File: src/hdl/mtwg_pkg.sv
// Shared constants, controller states and command/status types for the MT19937 generator.
package mtwg_pkg;

  localparam int unsigned STATE_WORDS_DEF = 624;
  localparam int unsigned SHIFT_SPAN      = 397;

  localparam logic [31:0] TWIST_CONST = 32'h9908_b0df;
  localparam logic [31:0] SEED_MULT   = 32'd1812433253;
  localparam logic [31:0] TEMPER_B    = 32'h9d2c_5680;
  localparam logic [31:0] TEMPER_C    = 32'hefc6_0000;
  localparam logic [31:0] SEED_RESET  = 32'd5489;

  // Controller states.
  typedef enum logic [3:0] {
    ST_IDLE,
    ST_SEED_INIT,
    ST_SEED_MUL,
    ST_SEED_ADD,
    ST_RD_CUR,
    ST_RD_NXT,
    ST_RD_FAR,
    ST_TWIST,
    ST_OUT
  } mtwg_state_t;

  // Commands from the controller to the datapath.
  typedef struct packed {
    logic seed_init;
    logic seed_mul;
    logic seed_add;
    logic rd_cur;
    logic rd_nxt;
    logic rd_far;
    logic twist_wb;
    logic out_load;
  } mtwg_cmd_t;

  // Status from the datapath to the controller.
  typedef struct packed {
    logic seed_last;
    logic out_free;
  } mtwg_status_t;

endpackage

File: src/hdl/mtwg_ctrl.sv
// Controller state machine that sequences seeding, per-word twisting and output loading.
module mtwg_ctrl (
  input  logic                 clk,
  input  logic                 rst_n,
  input  logic                 in_valid,
  output logic                 in_ready,
  input  logic                 in_restart,
  input  mtwg_pkg::mtwg_status_t status,
  output mtwg_pkg::mtwg_cmd_t    cmd
);
  import mtwg_pkg::*;

  mtwg_state_t state_r, state_nxt;
  logic        seeded_r, seeded_nxt;

  // State and seeded flag registers.
  always_ff @(posedge clk) begin
    if (!rst_n) begin
      state_r  <= ST_IDLE;
      seeded_r <= 1'b0;
    end else begin
      state_r  <= state_nxt;
      seeded_r <= seeded_nxt;
    end
  end

  // Next-state logic.
  always_comb begin
    state_nxt  = state_r;
    seeded_nxt = seeded_r;
    case (state_r)
      ST_IDLE: begin
        if (in_valid) begin
          if (in_restart || !seeded_r) begin
            state_nxt = ST_SEED_INIT;
          end else begin
            state_nxt = ST_RD_CUR;
          end
        end
      end
      ST_SEED_INIT: begin
        state_nxt  = ST_SEED_MUL;
        seeded_nxt = 1'b1;
      end
      ST_SEED_MUL: state_nxt = ST_SEED_ADD;
      ST_SEED_ADD: begin
        if (status.seed_last) begin
          state_nxt = ST_RD_CUR;
        end else begin
          state_nxt = ST_SEED_MUL;
        end
      end
      ST_RD_CUR: state_nxt = ST_RD_NXT;
      ST_RD_NXT: state_nxt = ST_RD_FAR;
      ST_RD_FAR: state_nxt = ST_TWIST;
      ST_TWIST:  state_nxt = ST_OUT;
      ST_OUT: begin
        if (status.out_free) begin
          state_nxt = ST_IDLE;
        end
      end
      default: state_nxt = ST_IDLE;
    endcase
  end

  // Output decode.
  always_comb begin
    cmd      = '0;
    in_ready = 1'b0;
    case (state_r)
      ST_IDLE:      in_ready      = 1'b1;
      ST_SEED_INIT: cmd.seed_init = 1'b1;
      ST_SEED_MUL:  cmd.seed_mul  = 1'b1;
      ST_SEED_ADD:  cmd.seed_add  = 1'b1;
      ST_RD_CUR:    cmd.rd_cur    = 1'b1;
      ST_RD_NXT:    cmd.rd_nxt    = 1'b1;
      ST_RD_FAR:    cmd.rd_far    = 1'b1;
      ST_TWIST:     cmd.twist_wb  = 1'b1;
      ST_OUT:       cmd.out_load  = status.out_free;
      default:      cmd           = '0;
    endcase
  end

endmodule

File: config.mk
export PLATFORM = sky130hd
export DESIGN_NAME = mtwg_ctrl
export DESIGN_NICKNAME = d
export VERILOG_FILES = /design/src/hdl/mtwg_pkg.sv /design/src/hdl/mtwg_ctrl.sv
export SDC_FILE = /design/constraint.sdc
export NUM_CORES = 1
export LEC_CHECK = 0
export BUFFER_PORTS_ARGS = -buffer_cell sky130_fd_sc_hd__buf_4
export CAP_MARGIN = 25
export CORE_AREA = 2 2 39 41
export CTS_CLUSTER_DIAMETER = 150
export DETAILED_ROUTE_END_ITERATION = 10
export DIE_AREA = 0 0 41 43
export GPL_TIMING_DRIVEN = 0
export HOLD_SLACK_MARGIN = 0.03
export SETUP_SLACK_MARGIN = 0.1
export SLEW_MARGIN = 0
export SYNTH_ARGS = -nofsm -noshare
export SYNTH_HDL_FRONTEND = slang
export SYNTH_SLANG_ARGS = --single-unit
File: constraint.sdc
create_clock -name clk -period 1.1 [get_ports clk]
set_input_delay 0.22 -clock clk [delete_from_list [all_inputs] [get_ports clk]]
set_output_delay 0.22 -clock clk [all_outputs]
set_load 0.01 [all_outputs]
# ---- Word level (Yosys, flattened, before mapping)
# Cells that the tools add are included.
dict set report op_classes {
  eq_ne 10
  muxes 14
  reduce_logical 4
}
# op n
set ops {}
lappend ops {{case mux 4 bit (9 select lines)} 1}
lappend ops {{== test 4 x 3 -> 1 bit (second input constant)} 4}
lappend ops {{two-way mux 1 bit} 9}
lappend ops {{== test 4 x 2 -> 1 bit (second input constant)} 2}
lappend ops {{two-way mux 4 bit} 2}
lappend ops {{two-way mux 3 bit} 2}
lappend ops {{== test 4 x 1 -> 1 bit (second input constant)} 1}
lappend ops {{== test 4 bit (second input constant)} 1}
lappend ops {{zero test 4 bit} 1}
lappend ops {{inequality test 2 bit (second input constant)} 2}
lappend ops {{AND reduction 2 bit} 1}
lappend ops {{zero test 1 bit} 1}
lappend ops {{logical OR 1 bit} 1}
dict set report totals {
  regBits 5
  input_bits 6
  word_cells 30
}

# ---- Logic depth before layout (Yosys ltp)
# Gate-level depths: netlist of the first run.
dict set report logic_depth {
  depth_word 5
  mapped_depth 4
}

# ---- Worst setup path after synthesis of the first run
# Ideal clock, no wire load.
dict set report synth_timing {
  kind {register to output}
  from {reg state_r[2]}
  to {out cmd[0] in the netlist's numbering}
  arrival_time_ns 1.024
  required_time_ns 0.880
  path_slack_ns -0.144
  stages_incl_launch_ff 4
  path_buffers 1
  cell_sequence {dfxtp_1 -> buf_2 -> or3_4 -> nor2_1}
}
# element line_no
set synth_lines {}
lappend synth_lines {{start, declared} mtwg_ctrl.sv:13} ;# mtwg_state_t state_r, state_nxt;
lappend synth_lines {{start signal, assigned} mtwg_ctrl.sv:22} ;# state_r <= state_nxt;
lappend synth_lines {{end, declared} mtwg_ctrl.sv:9} ;# output mtwg_pkg::mtwg_cmd_t cmd

==> results of run 1 <==
stage by stage:
step	hold WS [ns]	instance area [µm²]	total power, mW
2_1_floorplan	0.3378	387.9	0.4992
3_3_place_gp	0.4431	513.0	0.6040
3_5_place_dp	0.4504	513.0	0.6080
4_1_cts	0.1941	720.7	1.061
5_1_grt	0.2091	782.0	1.200
6_report	0.2021	782.0	1.134
cell families (layout without fill, tap and decap cells):
kind of cell,count (synthesis),count (layout),synth area share [%]
mux,1,1,3.345
buf+inv,4,43,7.805
compound gates,6,6,14.50
flops,5,5,29.74
simple gates,24,24,44.61
worst max-delay path: stages, from the launching register on:
cell	delay, ns
dfxtp_1	0.30
buf_6	0.12
or3_4	0.40
nor2_4	0.09
buf_6	0.10
layout by cell type (no fill, tap or decap), drive strengths merged:
cell and count:
a31oi 1, and3 1, buf 39, clkbuf 4
dfxtp 5, mux2 1, nand2 4, nand2b 4
nand3b 1, nand4b 1, nor2 4, nor2b 1
nor3 5, nor4 1, nor4b 1, o211a 1
o211ai 1, o21a 1, o21ai 1, o22ai 1
or3 1
cell type report:
class | instances | area (µm²) | share of cell area [%]
plain buffers | 4 | 48.80 | 6.240
clock buffers | 4 | 26.28 | 3.360
multi-input cells | 31 | 290.3 | 37.12
flip-flops and latches | 5 | 103.9 | 13.28
well taps | 16 | 20.02 | 2.560
repair buffers | 35 | 292.8 | 37.44
power by group through the flow:
stage	sequential, mW	combinational [mW]	clock (mW)
6_report	0.233	0.685	0.215
3_3_place_gp	0.236	0.368	0
2_1_floorplan	0.234	0.265	0
4_1_cts	0.229	0.604	0.228
3_5_place_dp	0.237	0.371	0
5_1_grt	0.238	0.723	0.239
state kept, by name, summed over array words and instances (netlist names):
register,cells
state_r,4
seeded_r,1
worst max-delay path by stage:
stage / startpoint / endpoint
CTS: state_r[2]$_SDFFE_PN0P_ / cmd[0]
global route: state_r[2]$_SDFFE_PN0P_ / cmd[0]
global placement: state_r[1]$_SDFFE_PN0P_ / cmd[0]
floorplan: state_r[0]$_SDFFE_PN0P_ / cmd[0]
finish: state_r[2]$_SDFFE_PN0P_ / cmd[0]
detailed placement: state_r[1]$_SDFFE_PN0P_ / cmd[0]
layer usage:
layer	GRT usage [%]	vias to the layer above	part of all wire [%]
met3	1.571	4	4.6
met1	14.24	207	37
met5	0	-	0
met2	25.62	15	55
li1	-	221	-
met4	14.00	0	2.8
timing repair:
action / 4_1_cts / 5_1_grt
pin swaps: 4 / 4
setup endpoints to repair: 12 / 13
gates resized for setup: 11 / 10
buffers inserted: 18 / 3
==> key figures, run 1 <==
Status
  • Status: finished with violations
  • Failing checks: negative setup slack

Synth
  • Synth top area cells: dfxtp_1 30%, nand2b_1 7.4%, nor3_1 7.4%
  • FF+latch count, synth: 5
  • Post-synth ARST share: 0%
  • Sequential-to-total area share from yosys stat: 29.74%
  • Top-area cell type share of the netlist area: 29.74%
  • Mapped Area: 336.6 µm²
  • Mapped Cells: 40
  • YS warnings: 0
  • EDFF count, synth: 0
  • Distinct cells, synth: 22
  • Area leader, netlist: dfxtp_1
  • Commonest cells in the netlist: 5 x dfxtp_1, 5 x nor3_1, 4 x nand2_1, 4 x nand2b_1, 4 x nor2_1
  • Synthesized area per cell: 8.414 µm²
  • Top_reg_cell synth: dfxtp_1
  • Syn_nets: 46

Clock tree
  • Hold buffers post-CTS: 0
  • Root buf cell: clkbuf_4
  • Max Root-Sink Buffers: 2
  • Clk sink count: 5
  • Clk_lat worst skew: 0.24 ns
  • CTS tree: yes
  • TritonCTS Buffers: 3
  • H-tree depth: 1
  • Clk slew on worst S/H paths: 0.04 ns

Power
  • Psw: 0.3837 mW
  • Pleak: 0.3649 nW
  • Sw frac: 33.83%
  • Clock network power share: 19.0%
  • Pwr dens: 1450 nW/µm²
  • Pint: 0.7505 mW
  • Peak supply drop: 0.6262 mV
  • Comb pwr share: 60.4%
  • Flop pwr share: 20.6%

Worst setup path
  • R2R Path Start: state_r[2]$_SDFFE_PN0P_
  • Type of origin of the critical path: flop
  • Crit Path Max Fanout: 5
  • Kind of critical path: flop to output port
  • Reg2reg setup slack: -0.30 ns
  • Critical Path End Type: output port
  • Data required, critical path: 0.88 ns
  • Reg2Reg Depth: 6
  • Arrival @ worst endpoint: 1.26 ns
  • RR Endpoint: state_r[0]$_SDFFE_PN0P_

Hold path
  • Worst hold path cell count: 2
  • Hold Startpoint: rst_n
  • Hold Path End: seeded_r$_SDFFE_PN0P_
  • Hold Path Class: primary input to flop

Placed design
  • Worst slack, placed: -0.1934 ns
  • GPL Wtd Cong: 0.6982
  • Placed Cells: 70
  • DP Wirelength: 654.7 µm
  • Port buffer count: 14

Floorplanning
  • DIE HEIGHT: 43 µm
  • Core area: 1384 µm²
  • DIE WIDTH: 41 µm
  • Die area: 1763 µm²
  • Io pins: 15
  • Row Count: 14
  • Initial Utilization: 24.32%

Routing
  • Drt wl/cell: 13.22 µm
  • Vias per cell: 4.705
  • Vias: 447
  • 1st-iter DRT viols: 2
  • Drt pass-1 iters: 2
  • Drt total wl: 1256 µm
  • Residual antenna-violating net count after detailed routing: 0
  • DRC: 0

Global route
  • Largest net degree at the start of global routing: 8
  • GRT Overall Usage: 15.09%
  • First-pass GRT wire length: 1704 µm
  • Vias in the first global route: 403
  • Initial antenna violation count: 0
  • Total gr overflow: 0

Finish
  • Ant diodes: 0
  • Nets@finish: 86
  • Fillcell total: 126
  • Share of layout cells above drive strength 1: 77.22%
  • Post-layout util: 56.51%
  • Layout area overhead: 132.3%
  • Non-filler cells in the finished layout: 95

STA
  • Skew final: 0.0007296 ns
  • Fin crit share: 134.8%
  • RSZ-0062 raised after global routing: true
  • Setup TNS: -3.629 ns
  • Max Clock Freq: 0.6743 GHz
  • Fin crit period: 1.483 ns
  • # setup viols final: 12
  • Worst slew pin tran: 0.2845 ns
  • Final WS setup: -0.3830 ns
  • Slew margin rel.: 80.99%
  • Slew Viols, Final: 0
  • Final Hold Fails: 0

Flow run
  • Max Cap Viol: 0
(Power assumes the default switching activity.)
==> inputs of run 2 (changes only) <==
SKIP_LAST_GASP = 1   (was default)
clock period = 1.85 ns   (was 1.1 ns; I/O delays follow)
==> run 2 against run 1 <==
Effect of this change: the flow now finishes without violations; first-iteration DRC count did not move; wire length fell by 34%; register-to-register slack improved by 0.78 ns; clock power fell by 42%; via count fell by 19%; sequential cell count did not move; combinational power fell by 70%; core utilization fell by 20 points.
==> key figures, run 2 (synthesis gave the netlist of run 1 again) <==
Routing
  • Drt pass-1 iters: 4 (+2)
  • Residual antenna-violating net count after detailed routing: 0 (unchanged)
  • DRC: 0 (unchanged)
  • Drt total wl: 835 µm (-34%)
  • 1st-iter DRT viols: 2 (unchanged)
  • Vias per cell: 4.853 (+3.1%)
  • Vias: 364 (-19%)
  • Drt wl/cell: 11.13 µm (-16%)

Finish
  • Commonest non-fill, non-tap cell in the layout: buf_4
  • Share of layout cells above drive strength 1: 47.46% (-30 points)
  • Max reg flops: 4 (unchanged)
  • Biggest register: state_r
  • Layout area overhead: 49.81%
  • Largest registers: state_r: 4 flops, seeded_r: 1 flops
  • Post-layout util: 36.44% (-20 points)
  • Ant diodes: 0 (unchanged)
  • Nets@finish: 66 (-23%)
  • Fillcell total: 156 (+24%)
  • Commonest non-fill, non-tap cells in the layout: 17 x buf_4, 5 x nor3_1, 4 x nand2b_1, 4 x nand2_1, 4 x dfxtp_1
  • Post-route cell area: 504.2 µm² (-36%)

Power
  • Clock network power share: 26.4% (+7.4 points)
  • Psw: 0.1526 mW (-60%)
  • Pint: 0.3160 mW (-58%)
  • Flop pwr share: 29.7% (+9.1 points)
  • Total power draw: 0.4686 mW (-59%)
  • Pleak: 0.2196 nW (-40%)
  • Comb pwr share: 43.9% (-16 points)
  • Peak supply drop: 0.2509 mV (-60%)
  • Pwr dens: 929.4 nW/µm² (-36%)
  • Sw frac: 32.56% (-1.3 points)

Worst setup path
  • RR Endpoint: state_r[0]$_SDFFE_PN0P_
  • Reg2Reg Depth: 5 (-1)
  • Data required, critical path: 1.48 ns (+0.60 ns)
  • R2R Path Start: state_r[0]$_SDFFE_PN0P_
  • Crit Path Max Fanout: 10 (+5)
  • Arrival @ worst endpoint: 1.33 ns (+0.07 ns)
  • Reg2reg setup slack: 0.48 ns (+0.78 ns)
  • Critical path startpoint: state_r[0]$_SDFFE_PN0P_
  • Kind of critical path: flop to output port
  • Critical Path End Type: output port
  • Type of origin of the critical path: flop

Clock tree
  • Clk sink count: 5 (unchanged)
  • TritonCTS Buffers: 3 (unchanged)
  • Clk_lat worst skew: 0.24 ns (about the same)
  • Max Root-Sink Buffers: 2 (unchanged)
  • CTS tree: yes
  • Clk slew on worst S/H paths: 0.04 ns (about the same)
  • Hold buffers post-CTS: 0 (unchanged)
  • Root buf cell: clkbuf_4
  • H-tree depth: 1 (unchanged)

Status
  • Status: finished, final reports clean

Global route
  • Vias in the first global route: 292 (-28%)
  • GRT Overall Usage: 11.85% (-3.2 points)
  • First-pass GRT wire length: 1311 µm (-23%)
  • Initial antenna violation count: 0 (unchanged)
  • Total gr overflow: 0 (unchanged)
  • Largest net degree at the start of global routing: 11 (+3)

STA
  • Max Clock Freq: 0.5899 GHz
  • Fin crit period: 1.695 ns
  • Setup TNS: 0 ns (+3.629 ns)
  • Skew final: 0.001950 ns (+0.001220 ns)
  • Slew Viols, Final: 0 (unchanged)
  • Final Hold Fails: 0 (unchanged)
  • # setup viols final: 0 (-12)
  • Final WS setup: 0.1548 ns (+0.5378 ns)
  • Fin crit share: 91.63%
  • Slew margin rel.: 82.18% (+1.2 points)
  • RSZ-0062 raised after global routing: true
  • Worst slew pin tran: 0.2635 ns (-0.02096 ns)

Floorplanning
  • Row Count: 14 (unchanged)
  • DIE WIDTH: 41 µm (unchanged)
  • Core area: 1384 µm² (unchanged)
  • Initial Utilization: 24.32% (unchanged)
  • Die area: 1763 µm² (unchanged)
  • DIE HEIGHT: 43 µm (unchanged)
  • Io pins: 15 (unchanged)

Placed design
  • DP Wirelength: 616.9 µm (-5.8%)
  • Area after DPL: 461.7 µm² (-10%)
  • Port buffer count: 14 (unchanged)
  • GPL Wtd Cong: 0.7575 (+8.5%)
  • Worst slack, placed: 0.3674 ns (+0.5608 ns)

Hold path
  • Hold Path Class: primary input to flop
  • Worst hold path cell count: 2 (unchanged)
  • Hold Startpoint: rst_n
  • Hold Path End: seeded_r$_SDFFE_PN0P_

Flow run
  • Max Cap Viol: 0 (unchanged)
-- run 2: cell types whose count changed in the layout (fill, tap and decap cells not counted), moves of 2 or more --
| cell | change |
|---|---|
| nor2_4 | -2 |
| buf_4 | -10 |
| nor3_1 | +4 |
| dfxtp_1 | +2 |
| nor3_2 | -3 |
| nand2b_4 | -2 |
| buf_6 | -10 |
| nor2_1 | +3 |
| dfxtp_2 | -2 |
| nand2b_1 | +2 |
-- run 2: power by group through the flow --
stage | Sequential [mW] | Combinational (mW) | Clock (mW)
global route | 0.141 | 0.230 | 0.143
CTS | 0.138 | 0.192 | 0.133
global placement | 0.139 | 0.191 | 0
detailed placement | 0.140 | 0.191 | 0
finish | 0.139 | 0.206 | 0.124
floorplan | 0.137 | 0.130 | 0
-- run 2: worst max-delay path: stages (launching register included) --
cell and delay (ns):
dfxtp_2 0.33, buf_6 0.13, or3_4 0.39, nor2_2 0.11, buf_4 0.12
-- run 2: per-stage QoR --
stage	instances	hold slack (ns)
after floorplan	40	0.4550
after global placement	70	0.4891
after detailed placement	70	0.4877
after CTS	74	0.3363
after global routing	75	0.3437
final	75	0.3462
-- run 2: final cells by class --
type | instances | area [µm²] | share of cell area [%]
Multi-Input combinational cell | 31 | 212.7 | 42.18
Timing Repair Buffer | 15 | 112.6 | 22.33
Sequential cell | 5 | 101.3 | 20.10
Buffer | 4 | 31.28 | 6.203
Clock buffer | 4 | 26.28 | 5.211
Tap cell | 16 | 20.02 | 3.970
-- run 2: worst max path at each step --
stage / end / cells after the start
finish: cmd[0] / 4
global route: cmd[0] / 4
CTS: cmd[6] / 4
detailed placement: cmd[0] / 4
global placement: cmd[0] / 4
floorplan: cmd[0] / 3
-- run 2: what timing repair did --
| item | in CTS | in global routing |
|---|---|---|
| gates resized for setup | 1 | 4 |
| buffers inserted | 0 | 1 |
| setup endpoints to repair | 1 | 5 |
| pin swaps | 0 | 1 |
-- run 2: routing by layer --
| metal | track usage, % | wire, µm | vias to the layer above |
|---|---|---|---|
| met1 | 15.11 | 333 | 158 |
| met2 | 14.69 | 403 | 19 |
| li1 | - | - | 185 |
| met4 | 10.00 | 14 | 0 |
| met5 | 0 | 0 | - |
| met3 | 4.712 | 84 | 2 |
